<file path="src/design/lss_pkg.sv">
package lss_pkg;

  localparam int PATTERN_MAX = 16;
  localparam int COUNT_BITS = 32;
  localparam int WINDOW_BYTES = (PATTERN_MAX > 1) ? PATTERN_MAX - 1 : 1;
  localparam int WINDOW_BITS = WINDOW_BYTES * 8;
  localparam int LEN_BITS = $clog2(PATTERN_MAX + 1);
  localparam int ADDR_BITS = 6;
  localparam int DATA_BITS = 64;
  localparam logic [7:0] NEWLINE_BYTE = 8'h0A;

  typedef enum logic [2:0] {
    REG_PATTERN_LOW  = 3'd0,
    REG_PATTERN_HIGH = 3'd1,
    REG_PATTERN_LEN  = 3'd2,
    REG_INVERT       = 3'd3,
    REG_LIMIT_EN     = 3'd4,
    REG_LINE_LIMIT   = 3'd5
  } reg_index_t;

  typedef struct packed {
    logic [127:0]          pattern;
    logic [LEN_BITS-1:0]   length;
    logic                  invert;
    logic                  limit_en;
    logic [31:0]           limit;
  } lss_cfg_t;

endpackage

</file>
<file path="src/design/lss_cfg.sv">
module lss_cfg import lss_pkg::*; (
  input  logic                 clk,
  input  logic                 rst,
  input  logic                 psel,
  input  logic                 penable,
  input  logic                 pwrite,
  input  logic [ADDR_BITS-1:0] paddr,
  input  logic [DATA_BITS-1:0] pwdata,
  output logic [DATA_BITS-1:0] prdata,
  output logic                 pready,
  output lss_cfg_t             cfg
);

  logic [63:0] pattern_low;
  logic [63:0] pattern_high;
  logic [4:0]  pattern_length;
  logic        invert_select;
  logic        limit_enable;
  logic [31:0] line_limit;
  reg_index_t  index;
  logic        wr;

  assign pready = 1'b1;
  assign index = reg_index_t'(paddr[5:3]);
  assign wr = psel && penable && pwrite;

  always_ff @(posedge clk) begin
    if (rst) begin
      pattern_low <= '0;
      pattern_high <= '0;
      pattern_length <= '0;
      invert_select <= 1'b0;
      limit_enable <= 1'b0;
      line_limit <= '0;
    end else if (wr) begin
      unique case (index)
        REG_PATTERN_LOW:  pattern_low <= pwdata;
        REG_PATTERN_HIGH: pattern_high <= pwdata;
        REG_PATTERN_LEN:  pattern_length <= pwdata[4:0];
        REG_INVERT:       invert_select <= pwdata[0];
        REG_LIMIT_EN:     limit_enable <= pwdata[0];
        REG_LINE_LIMIT:   line_limit <= pwdata[31:0];
        default: ;
      endcase
    end
  end

  always_comb begin
    unique case (index)
      REG_PATTERN_LOW:  prdata = pattern_low;
      REG_PATTERN_HIGH: prdata = pattern_high;
      REG_PATTERN_LEN:  prdata = DATA_BITS'(pattern_length);
      REG_INVERT:       prdata = DATA_BITS'(invert_select);
      REG_LIMIT_EN:     prdata = DATA_BITS'(limit_enable);
      REG_LINE_LIMIT:   prdata = DATA_BITS'(line_limit);
      default:          prdata = '0;
    endcase
  end

  always_comb begin
    cfg.pattern = {pattern_high, pattern_low};
    if (pattern_length > 5'(PATTERN_MAX)) begin
      cfg.length = LEN_BITS'(PATTERN_MAX);
    end else begin
      cfg.length = LEN_BITS'(pattern_length);
    end
    cfg.invert = invert_select;
    cfg.limit_en = limit_enable;
    cfg.limit = line_limit;
  end

endmodule

</file>
<file path="src/design/lss_match.sv">
module lss_match import lss_pkg::*; (
  input  logic [7:0]             cur,
  input  logic [WINDOW_BITS-1:0] recent,
  input  logic [LEN_BITS-1:0]    bytes_in_line,
  input  lss_cfg_t               cfg,
  output logic                   hit
);

  logic [7:0] win [PATTERN_MAX];
  logic       eq [PATTERN_MAX][PATTERN_MAX];
  logic       len_match [PATTERN_MAX+1];

  always_comb begin
    win[0] = cur;
    for (int j = 1; j < PATTERN_MAX; j++) begin
      win[j] = recent[(j-1)*8 +: 8];
    end
    for (int j = 0; j < PATTERN_MAX; j++) begin
      for (int i = 0; i < PATTERN_MAX; i++) begin
        eq[j][i] = (win[j] == cfg.pattern[i*8 +: 8]);
      end
    end
    len_match[0] = 1'b1;
    for (int l = 1; l <= PATTERN_MAX; l++) begin
      len_match[l] = 1'b1;
      for (int j = 0; j < l; j++) begin
        len_match[l] = len_match[l] && eq[j][l-1-j];
      end
    end
  end

  always_comb begin
    if (cfg.length == '0) begin
      hit = 1'b1;
    end else begin
      hit = len_match[cfg.length] && (bytes_in_line >= LEN_BITS'(cfg.length - 1'b1));
    end
  end

endmodule

</file>
<file path="src/design/line_substring_selector_core.sv">
// A byte passes the s1 byte register and then the result register before it leaves.
// One byte per cycle unless result_stall holds; the window is compared in parallel.
// Only a newline byte or an end-of-stream byte yields a result transaction.
// Reset clears the configuration registers, the line window and the internal count.
// End of stream clears the count and the window after its result is formed.
module line_substring_selector_core import lss_pkg::*; (
  input  logic                 clk,
  input  logic                 rst,
  input  logic                 psel,
  input  logic                 penable,
  input  logic                 pwrite,
  input  logic [ADDR_BITS-1:0] paddr,
  input  logic [DATA_BITS-1:0] pwdata,
  output logic [DATA_BITS-1:0] prdata,
  output logic                 pready,
  input  logic                 byte_valid,
  output logic                 byte_stall,
  input  logic [7:0]           data_byte,
  input  logic                 end_of_stream,
  output logic                 result_valid,
  input  logic                 result_stall,
  output logic                 line_selected,
  output logic [31:0]          selected_count,
  output logic                 stream_done
);

  lss_cfg_t cfg;

  logic                   s1_valid;
  logic [7:0]             s1_byte;
  logic                   s1_eos;
  logic [WINDOW_BITS-1:0] recent;
  logic [LEN_BITS-1:0]    bytes_in_line;
  logic                   pattern_seen;
  logic [COUNT_BITS-1:0]  line_count;

  logic                   advance;
  logic                   work;
  logic                   hit;
  logic                   is_newline;
  logic                   line_end;
  logic                   seen_next;
  logic                   contains;
  logic                   sel;
  logic [COUNT_BITS-1:0]  line_count_next;

  lss_cfg u_cfg (
    .clk     (clk),
    .rst     (rst),
    .psel    (psel),
    .penable (penable),
    .pwrite  (pwrite),
    .paddr   (paddr),
    .pwdata  (pwdata),
    .prdata  (prdata),
    .pready  (pready),
    .cfg     (cfg)
  );

  lss_match u_match (
    .cur           (s1_byte),
    .recent        (recent),
    .bytes_in_line (bytes_in_line),
    .cfg           (cfg),
    .hit           (hit)
  );

  assign advance = !result_valid || !result_stall;
  assign byte_stall = s1_valid && !advance;
  assign work = s1_valid && advance;

  always_comb begin
    is_newline = (s1_byte == NEWLINE_BYTE);
    line_end = is_newline || s1_eos;
    seen_next = pattern_seen || (!is_newline && hit);
    contains = seen_next || (cfg.length == '0);
    sel = contains ^ cfg.invert;
    if (cfg.limit_en && (32'(line_count) >= cfg.limit)) begin
      sel = 1'b0;
    end
    line_count_next = line_count;
    if (sel && (line_count != '1)) begin
      line_count_next = line_count + 1'b1;
    end
  end

  always_ff @(posedge clk) begin
    if (rst) begin
      s1_valid <= 1'b0;
    end else if (!byte_stall) begin
      s1_valid <= byte_valid;
    end
  end

  always_ff @(posedge clk) begin
    if (!byte_stall) begin
      s1_byte <= data_byte;
      s1_eos <= end_of_stream;
    end
  end

  always_ff @(posedge clk) begin
    if (rst) begin
      recent <= '0;
      bytes_in_line <= '0;
      pattern_seen <= 1'b0;
      line_count <= '0;
    end else if (work) begin
      if (line_end) begin
        recent <= '0;
        bytes_in_line <= '0;
        pattern_seen <= 1'b0;
        line_count <= s1_eos ? '0 : line_count_next;
      end else begin
        recent <= WINDOW_BITS'({recent, s1_byte});
        if (bytes_in_line < LEN_BITS'(WINDOW_BYTES)) begin
          bytes_in_line <= bytes_in_line + 1'b1;
        end
        pattern_seen <= seen_next;
      end
    end
  end

  always_ff @(posedge clk) begin
    if (rst) begin
      result_valid <= 1'b0;
    end else if (advance) begin
      result_valid <= work && line_end;
    end
  end

  always_ff @(posedge clk) begin
    if (work && line_end) begin
      line_selected <= sel;
      selected_count <= 32'(line_count_next);
      stream_done <= s1_eos;
    end
  end

endmodule
</file>
<file path="config.mk">
export PLATFORM = sky130hd
export DESIGN_NAME = line_substring_selector_core
export DESIGN_NICKNAME = d
export VERILOG_FILES = /design/src/design/lss_pkg.sv /design/src/design/lss_cfg.sv /design/src/design/lss_match.sv /design/src/design/line_substring_selector_core.sv
export SDC_FILE = /design/constraint.sdc
export NUM_CORES = 2
export LEC_CHECK = 0
export BUFFER_PORTS_ARGS = -buffer_cell sky130_fd_sc_hd__buf_4
export CORE_UTILIZATION = 40
export CTS_CLUSTER_DIAMETER = 50
export CTS_CLUSTER_SIZE = 14
export DETAILED_ROUTE_END_ITERATION = 8
export PLACE_DENSITY = 0.53
export SKIP_CTS_REPAIR_TIMING = 1
export SLEW_MARGIN = 20
export SYNTH_ARGS = -nofsm -noshare
export SYNTH_HDL_FRONTEND = slang
export SYNTH_SLANG_ARGS = --single-unit
export TNS_END_PERCENT = 10
</file>
<file path="constraint.sdc">
create_clock -name clk -period 4.9 [get_ports clk]
set_input_delay 1.47 -clock clk [delete_from_list [all_inputs] [get_ports clk]]
set_output_delay 1.47 -clock clk [all_outputs]
set_load 0.01 [all_outputs]
</file>
After elaboration in Yosys (flattened, before gate mapping)
Index checks and enable logic that the tools add are counted.
Word-level totals
  bits in registers: 370
  output and inout port bits: 101
Cells by class
  add/subtract/negate cells: 3
  magnitude comparators: 5
  eq/ne operators: 143
  multiplexer cells: 13
  bitwise operators: 2
  reductions and logical operators: 148
Operators with widths (number)
  $eq A8 B8 Y1: 136
  $pmux W64 S6: 1
  $logic_and A1 B1 Y1: 129
  $mux W120: 1
  $mux W32: 2
  $add A32 B1 Y32 const B: 1
  $ge A32 B32 Y1: 1
  $ne A32 B32 Y1 const B: 1
  $reduce_and A2 Y1: 8
  $mux W5: 3
  $eq A8 B4 Y1 const B: 1
  $eq A3 B2 Y1 const B: 2
  $eq A3 B3 Y1 const B: 2
  $ge A6 B6 Y1 const B: 1
  $not A5 Y6: 1
  $add A5 B1 Y5 const B: 1
  $bmux W1 S5: 1
  $ge A5 B5 Y1: 1
  $gt A5 B5 Y1 const B: 1
  $logic_not A5 Y1: 1
  $lt A5 B4 Y1 const B: 1
  $mux W1: 5
  $sub A5 B1 Y5 const B: 1
  $logic_not A1 Y1: 4
  other kinds (5): 8

Longest topological paths before layout
  depth after elaboration: 29
  gate-level depth with buffers: 17
  gate-level depth less buffers: 15

By module
Synthesis repeated with hierarchy kept, for this count alone.
Unflattened totals
  cells, all modules: 3770
  area total of the unflattened synthesis: 30591.8 sq um
By module, submodules not included
  lss_match: times used 1, cells an instance 1943, area each 13600.5 sq um
  line_substring_selector_core: times used 1, cells an instance 1014, area each 8916.1 sq um
  lss_cfg: times used 1, cells an instance 813, area each 8075.2 sq um

Worst setup path after synthesis
OpenSTA, ideal clock, no wires.
  kind: input-to-output
  from: input port paddr[3]
  to: output port prdata[32]
  data arrival time: 2.732 ns
  path slack: 0.698 ns
  stages: 5
  cells stage by stage: clkbuf_1 nor3b_1 clkbuf_1 buf_1 a22o_1
Between the ends
  longest elaborated chain between the ends: 2
Ends and longest elaborated chain
  from (decl): line line_substring_selector_core.sv:12  | input logic [ADDR_BITS-1:0] paddr,
  $eq A3 B3 Y1, or another cell as far along: line lss_cfg.sv:49  | unique case (index)
  $pmux W64 S6 *: line lss_cfg.sv:49
  to (decl): line line_substring_selector_core.sv:14  | output logic [DATA_BITS-1:0] prdata,
Mark *: on every way between the ends. The rest lies on a longest branch, timed or not.

Worst setup path after layout
  from: register u_cfg.pattern_low[29]
  to: register line_count[15]
Between the ends
  longest elaborated chain between the ends: 18
Ends and longest elaborated chain
  from (decl): line lss_cfg.sv:14  | logic [63:0] pattern_low;
  from (signal assigned): line lss_cfg.sv:37  | REG_PATTERN_LOW: pattern_low <= pwdata;
  $eq A8 B8 Y1: line lss_match.sv:20  | eq[j][i] = (win[j] == cfg.pattern[i*8 +: 8]);
  $logic_and A1 B1 Y1 (4 in a row): line lss_match.sv:27  | len_match[l] = len_match[l] && eq[j][l-1-j];
  $bmux W1 S5 *: line lss_match.sv:36  | hit = len_match[cfg.length] && (bytes_in_line >= LEN_BITS'(cfg.length - 1'b1));
  $mux W1 (implied by the code) * (2 in a row): line lss_match.sv:36
  $logic_and A1 B1 Y1 *: line lss_match.sv:36
  $mux W1 *: line lss_match.sv:33  | if (cfg.length == '0) begin
  $logic_and A1 B1 Y1 *: line line_substring_selector_core.sv:75  | seen_next = pattern_seen || (!is_newline && hit);
  $logic_or A1 B1 Y1 *: line line_substring_selector_core.sv:75
  $logic_or A1 B1 Y1 *: line line_substring_selector_core.sv:76  | contains = seen_next || (cfg.length == '0);
  $xor A1 B1 Y1 *: line line_substring_selector_core.sv:77  | sel = contains ^ cfg.invert;
  $mux W1 *: line line_substring_selector_core.sv:78  | if (cfg.limit_en && (32'(line_count) >= cfg.limit)) begin
  $logic_and A1 B1 Y1 *: line line_substring_selector_core.sv:82  | if (sel && (line_count != '1)) begin
  $mux W32 *: line line_substring_selector_core.sv:82
  $mux W32 *: line line_substring_selector_core.sv:113  | line_count <= s1_eos ? '0 : line_count_next;
  to (signal assigned): line line_substring_selector_core.sv:113
  to (decl): line line_substring_selector_core.sv:35  | logic [COUNT_BITS-1:0] line_count;
Mark *: on every way between the ends. The rest lies on a longest branch, timed or not. The select of a mux whose other input is x is not followed.
A chain may end at the register's enable or synchronous reset.

==> summary by stage <==
Clocking
CTS placed an instance of sky130_fd_sc_hd__clkbuf_16 at the clock tree root. The maximum count of clock buffers along a single path is 3. The deepest level of the CTS H-tree is 2. The clock reaches the later pin of the worst-skew pair after 0.68 ns.

TritonCTS built the clock tree. The total CTS buffers is 58. Clock tree synthesis found a total of between 300 and 400 sinks.

After clock tree synthesis, the clock-pin slew on the worst setup and hold paths is 0.06 ns.

Global route
The remaining global-route overflow is 0. The met1 layer usage reported by global route is 0.659. The global routing met3 resource utilization is 0.170. met2 is the most crowded layer. The global routing usage summed across all routing layers is 0.490. The maximum number of pins on one net before global-route repair is 135. The via count of the first global-routing pass is about 29000. The met2 usage is 0.660. The global-route wire length before repair is 251000 um.

The initial antenna violation count came to 8.

Placement
Buffers placed on the I/O ports in this run total 182. The placed wire-length estimate after detailed placement is 139000 um. Routability-driven placement finished with a final weighted congestion of 1.14.

The number of cells after detailed placement is around 4900.

Setup path
Traced cell by cell, the critical path runs through xnor2_1 -> nand4_1 -> nor4_1 -> nand3_1 -> o41ai_2 -> buf_4 -> nand3_1 -> or4_4 -> a21boi_4 -> buf_4 -> nand3_1 -> buf_4 -> o211a_1 -> a211o_1. By startpoint and endpoint, the worst setup path is classified as reg2reg. For this design, the slowest cell found on the critical path is sky130_fd_sc_hd__nor4_1. For the worst setup path, the data required time is 5.46 ns. The largest single stage delay on the critical path is 0.76 ns. The critical path contains buffers and inverters numbering 3 combined. The kind of end point of the critical path is a flip-flop.

The family with the most delay on the worst path is simple AND/OR/NAND/NOR gates. The type of element launching the critical path is a flip-flop. The critical-path maximum fanout is 13. The arrival time of the worst setup path is 5.36 ns.

STA
The hold violation total from the final report came to 0. The worst clock skew is between 0.05 and 0.06 ns. Setup violations remaining at the end of the flow were counted as 0. The period utilization is 0.978.

Timing would allow up to 209 MHz. The clock period could shrink to about 4.8 ns. The final number of max-transition violations came to 0. The setup TNS is 0 ns. Setup repair after global routing left no endpoint under its margin.

At the pin with the least slew margin, the transition time is 1.09 ns. The worst pin sits at a relative slew slack of 0.271.

Cells and area
The count of nets after finishing is around 4200. Compared with the post-synthesis result, the final layout area differs by 22.2%. Leaving out fill and tap cells, the most frequent cells in the layout are sky130_fd_sc_hd__xnor2_1, sky130_fd_sc_hd__nand2_1, sky130_fd_sc_hd__buf_4. The fraction of layout instances using a drive strength above 1 is 0.188.

The number of standard cells in the final layout excluding fillers is roughly 5000. Leaving out fill and tap cells, the most frequent cell in the layout is sky130_fd_sc_hd__xnor2_1.

Floorplanning
The effective utilization at floorplan is 0.405. From left edge to right edge, the die measures 274 um. The row count is slightly below 100. The number of placed I/O pins is 187. The area of the die is 75100 um2. The overall die height is 274 um. The floorplan step defined a core boundary enclosing 73100 um2.

Drt
The detailed-routing iteration count for the pre-antenna-repair pass is 9. The routed via count is 31800. The number of remaining DRC errors is 4.

The first routing iteration left 5025 violations. The number of vias per cell is 6.30. After detailed routing, the average wire length per cell comes to ~37 um. The post-detailed-route count of antenna-violating nets is 0.

The routed design has 189000 um of wire.

Job
The number of maximum-capacitance violations is 0.

Synth
The number of nets handed over by synthesis was 3927. The cell area that synthesis handed to floorplanning was 29600 um2. The async set-or-reset flop fraction in the synthesized netlist is 0. Synthesis inferred 370 register bits.

A synthesized cell averages 7.79 um2. The number of enable-type register cells in the synthesized netlist is 43. The flip-flop cell with the highest count after synthesis is sky130_fd_sc_hd__dfxtp_1. Synthesis produced 3801 cells. The number of warnings reported in the yosys synthesis log is 0.

The unique cell type count in the Yosys netlist is 86. The sequential fraction of the synthesis area is 0.265.

Pwr
Of the total power, the share spent switching nets is 0.298. IR analysis of the VDD net gives a maximum drop of around 0.00035 V. The proportion of power drawn by the clock network is 0.520.

Summed over all nets, the switching power comes to 2.51 mW. The share of total power dissipated in combinational logic is 0.107. The portion of total power attributed to sequential cells is 0.373.

The internal power component is 5.91 mW. The static leakage power is roughly 15 nW. The cell area power density is 233 nW/um2.

Outcome
The final reports fail on design-rule violations. The run finished, with violations left.

Worst hold path
The path type of the worst min-delay path is reg2reg.
## kinds of logic after synthesis
family | count (synthesis) | share of synthesized area
multiplexers | 35 | 0.0128
buffers and inverters | 533 | 0.0817
XOR/XNOR | 1099 | 0.325
flip-flops | 370 | 0.265
adder cells (fa/ha/maj) | 40 | 0.0169
AO/OA/AOI/OAI | 493 | 0.100
AND/OR/NAND/NOR | 1230 | 0.198
other | 1 | 0.000127
## final timing paths
| path | start | endpoint | slack, ns | cells after the start |
|---|---|---|---|---|
| max | u_cfg.pattern_low[29] | line_count[15] | 0.11 | 14 |
| min | u_cfg.pattern_high[35] | u_cfg.pattern_high[35] | 0.46 | 2 |
| max reg2reg | u_cfg.pattern_low[29] | line_count[15] | 0.11 | 14 |
| min reg2reg | u_cfg.pattern_high[35] | u_cfg.pattern_high[35] | 0.46 | 2 |
## cell type report
cell class | instances | area (um2)
Antenna cell | 3 | 7.51
Sequential cell | 370 | 7840
Multi-Input combinational cell | 2898 | 19400
Clock inverter | 43 | 500
Inverter | 72 | 273
Timing Repair Buffer | 626 | 5390
Fill cell | 7212 | 36900
Clock buffer | 67 | 1570
Tap cell | 959 | 1200
## metal layers
metal | share of wire | vias up | wire, um
li1 | - | 13100 | -
met1 | 0.40 | 15300 | 75200
met2 | 0.38 | 2594 | 72600
met3 | 0.14 | 750 | 26300
met4 | 0.077 | 6 | 14400
met5 | 0.00018 | - | 34
## Yosys cell counts, drive strengths merged (3+ instances only)
library cell  count  area share
o21ai            21      0.0036
nor4            154       0.033
edfxtp           43       0.044
or4               8      0.0022
xnor2           656        0.19
mux2i            32       0.011
o221ai            4      0.0012
and3             13      0.0027
dfxtp           327        0.22
and2              8      0.0017
a22o             39       0.012
ha               40       0.017
a221oi            3     0.00089
nand3            45      0.0076
xor2            443        0.13
o41ai             3      0.0011
buf             263       0.047
a21oi           328       0.055
a32oi             7      0.0021
a21o             14      0.0036
o31ai             4      0.0010
nor2             95       0.012
a31oi            12      0.0025
clkbuf          198       0.025
or3               9      0.0021
nand2           627       0.080
nor2b             8      0.0017
nand2b           13      0.0027
a221o             6      0.0020
a211oi            3     0.00076
nor3             40      0.0073
o211ai           11      0.0030
a211o             4      0.0012
o22ai             6      0.0013
nor3b             4      0.0010
a41oi             4      0.0012
nand4           195       0.041
inv              72      0.0092
## through the flow
stage | utilization | setup WS, ns | cell area (um2) | total power, mW | hold WS [ns]
after floorplan | - | 0.698 | 29600 | 3.64 | 0.449
after global placement | 0.466 | 0.277 | 34100 | 4.07 | 0.440
after detailed placement | 0.466 | 0.259 | 34100 | 4.06 | 0.450
after CTS | 0.495 | 0.245 | 36200 | 8.41 | 0.458
after global routing | 0.495 | 0.0750 | 36200 | 8.60 | 0.477
final | 0.495 | 0.106 | 36200 | 8.42 | 0.457
## power by group through the flow
stage	registers [mW]	logic [mW]	clock network [mW]
final	3.14	0.905	4.38
after global routing	3.14	0.926	4.54
after global placement	3.20	0.865	0
after CTS	3.14	0.864	4.41
after floorplan	3.17	0.475	0
after detailed placement	3.20	0.861	0
## state kept, by name, summed over array words and instances (netlist names)
register,count
recent,120
u_cfg.pattern_low,64
s1_eos,1
result_valid,1
pattern_seen,1
u_cfg.pattern_length,5
bytes_in_line,5
selected_count,32
u_cfg.line_limit,32
line_selected,1
u_cfg.pattern_high,64
line_count,32
s1_byte,8
u_cfg.limit_enable,1
stream_done,1
s1_valid,1
u_cfg.invert_select,1
## worst min-delay path, cell delays in order (launching register included)
cell and delay (ns):
sky130_fd_sc_hd__dfxtp_1 0.30, sky130_fd_sc_hd__nand2_1 0.05, sky130_fd_sc_hd__a21oi_1 0.05
Power figures use the tool's default switching activity.
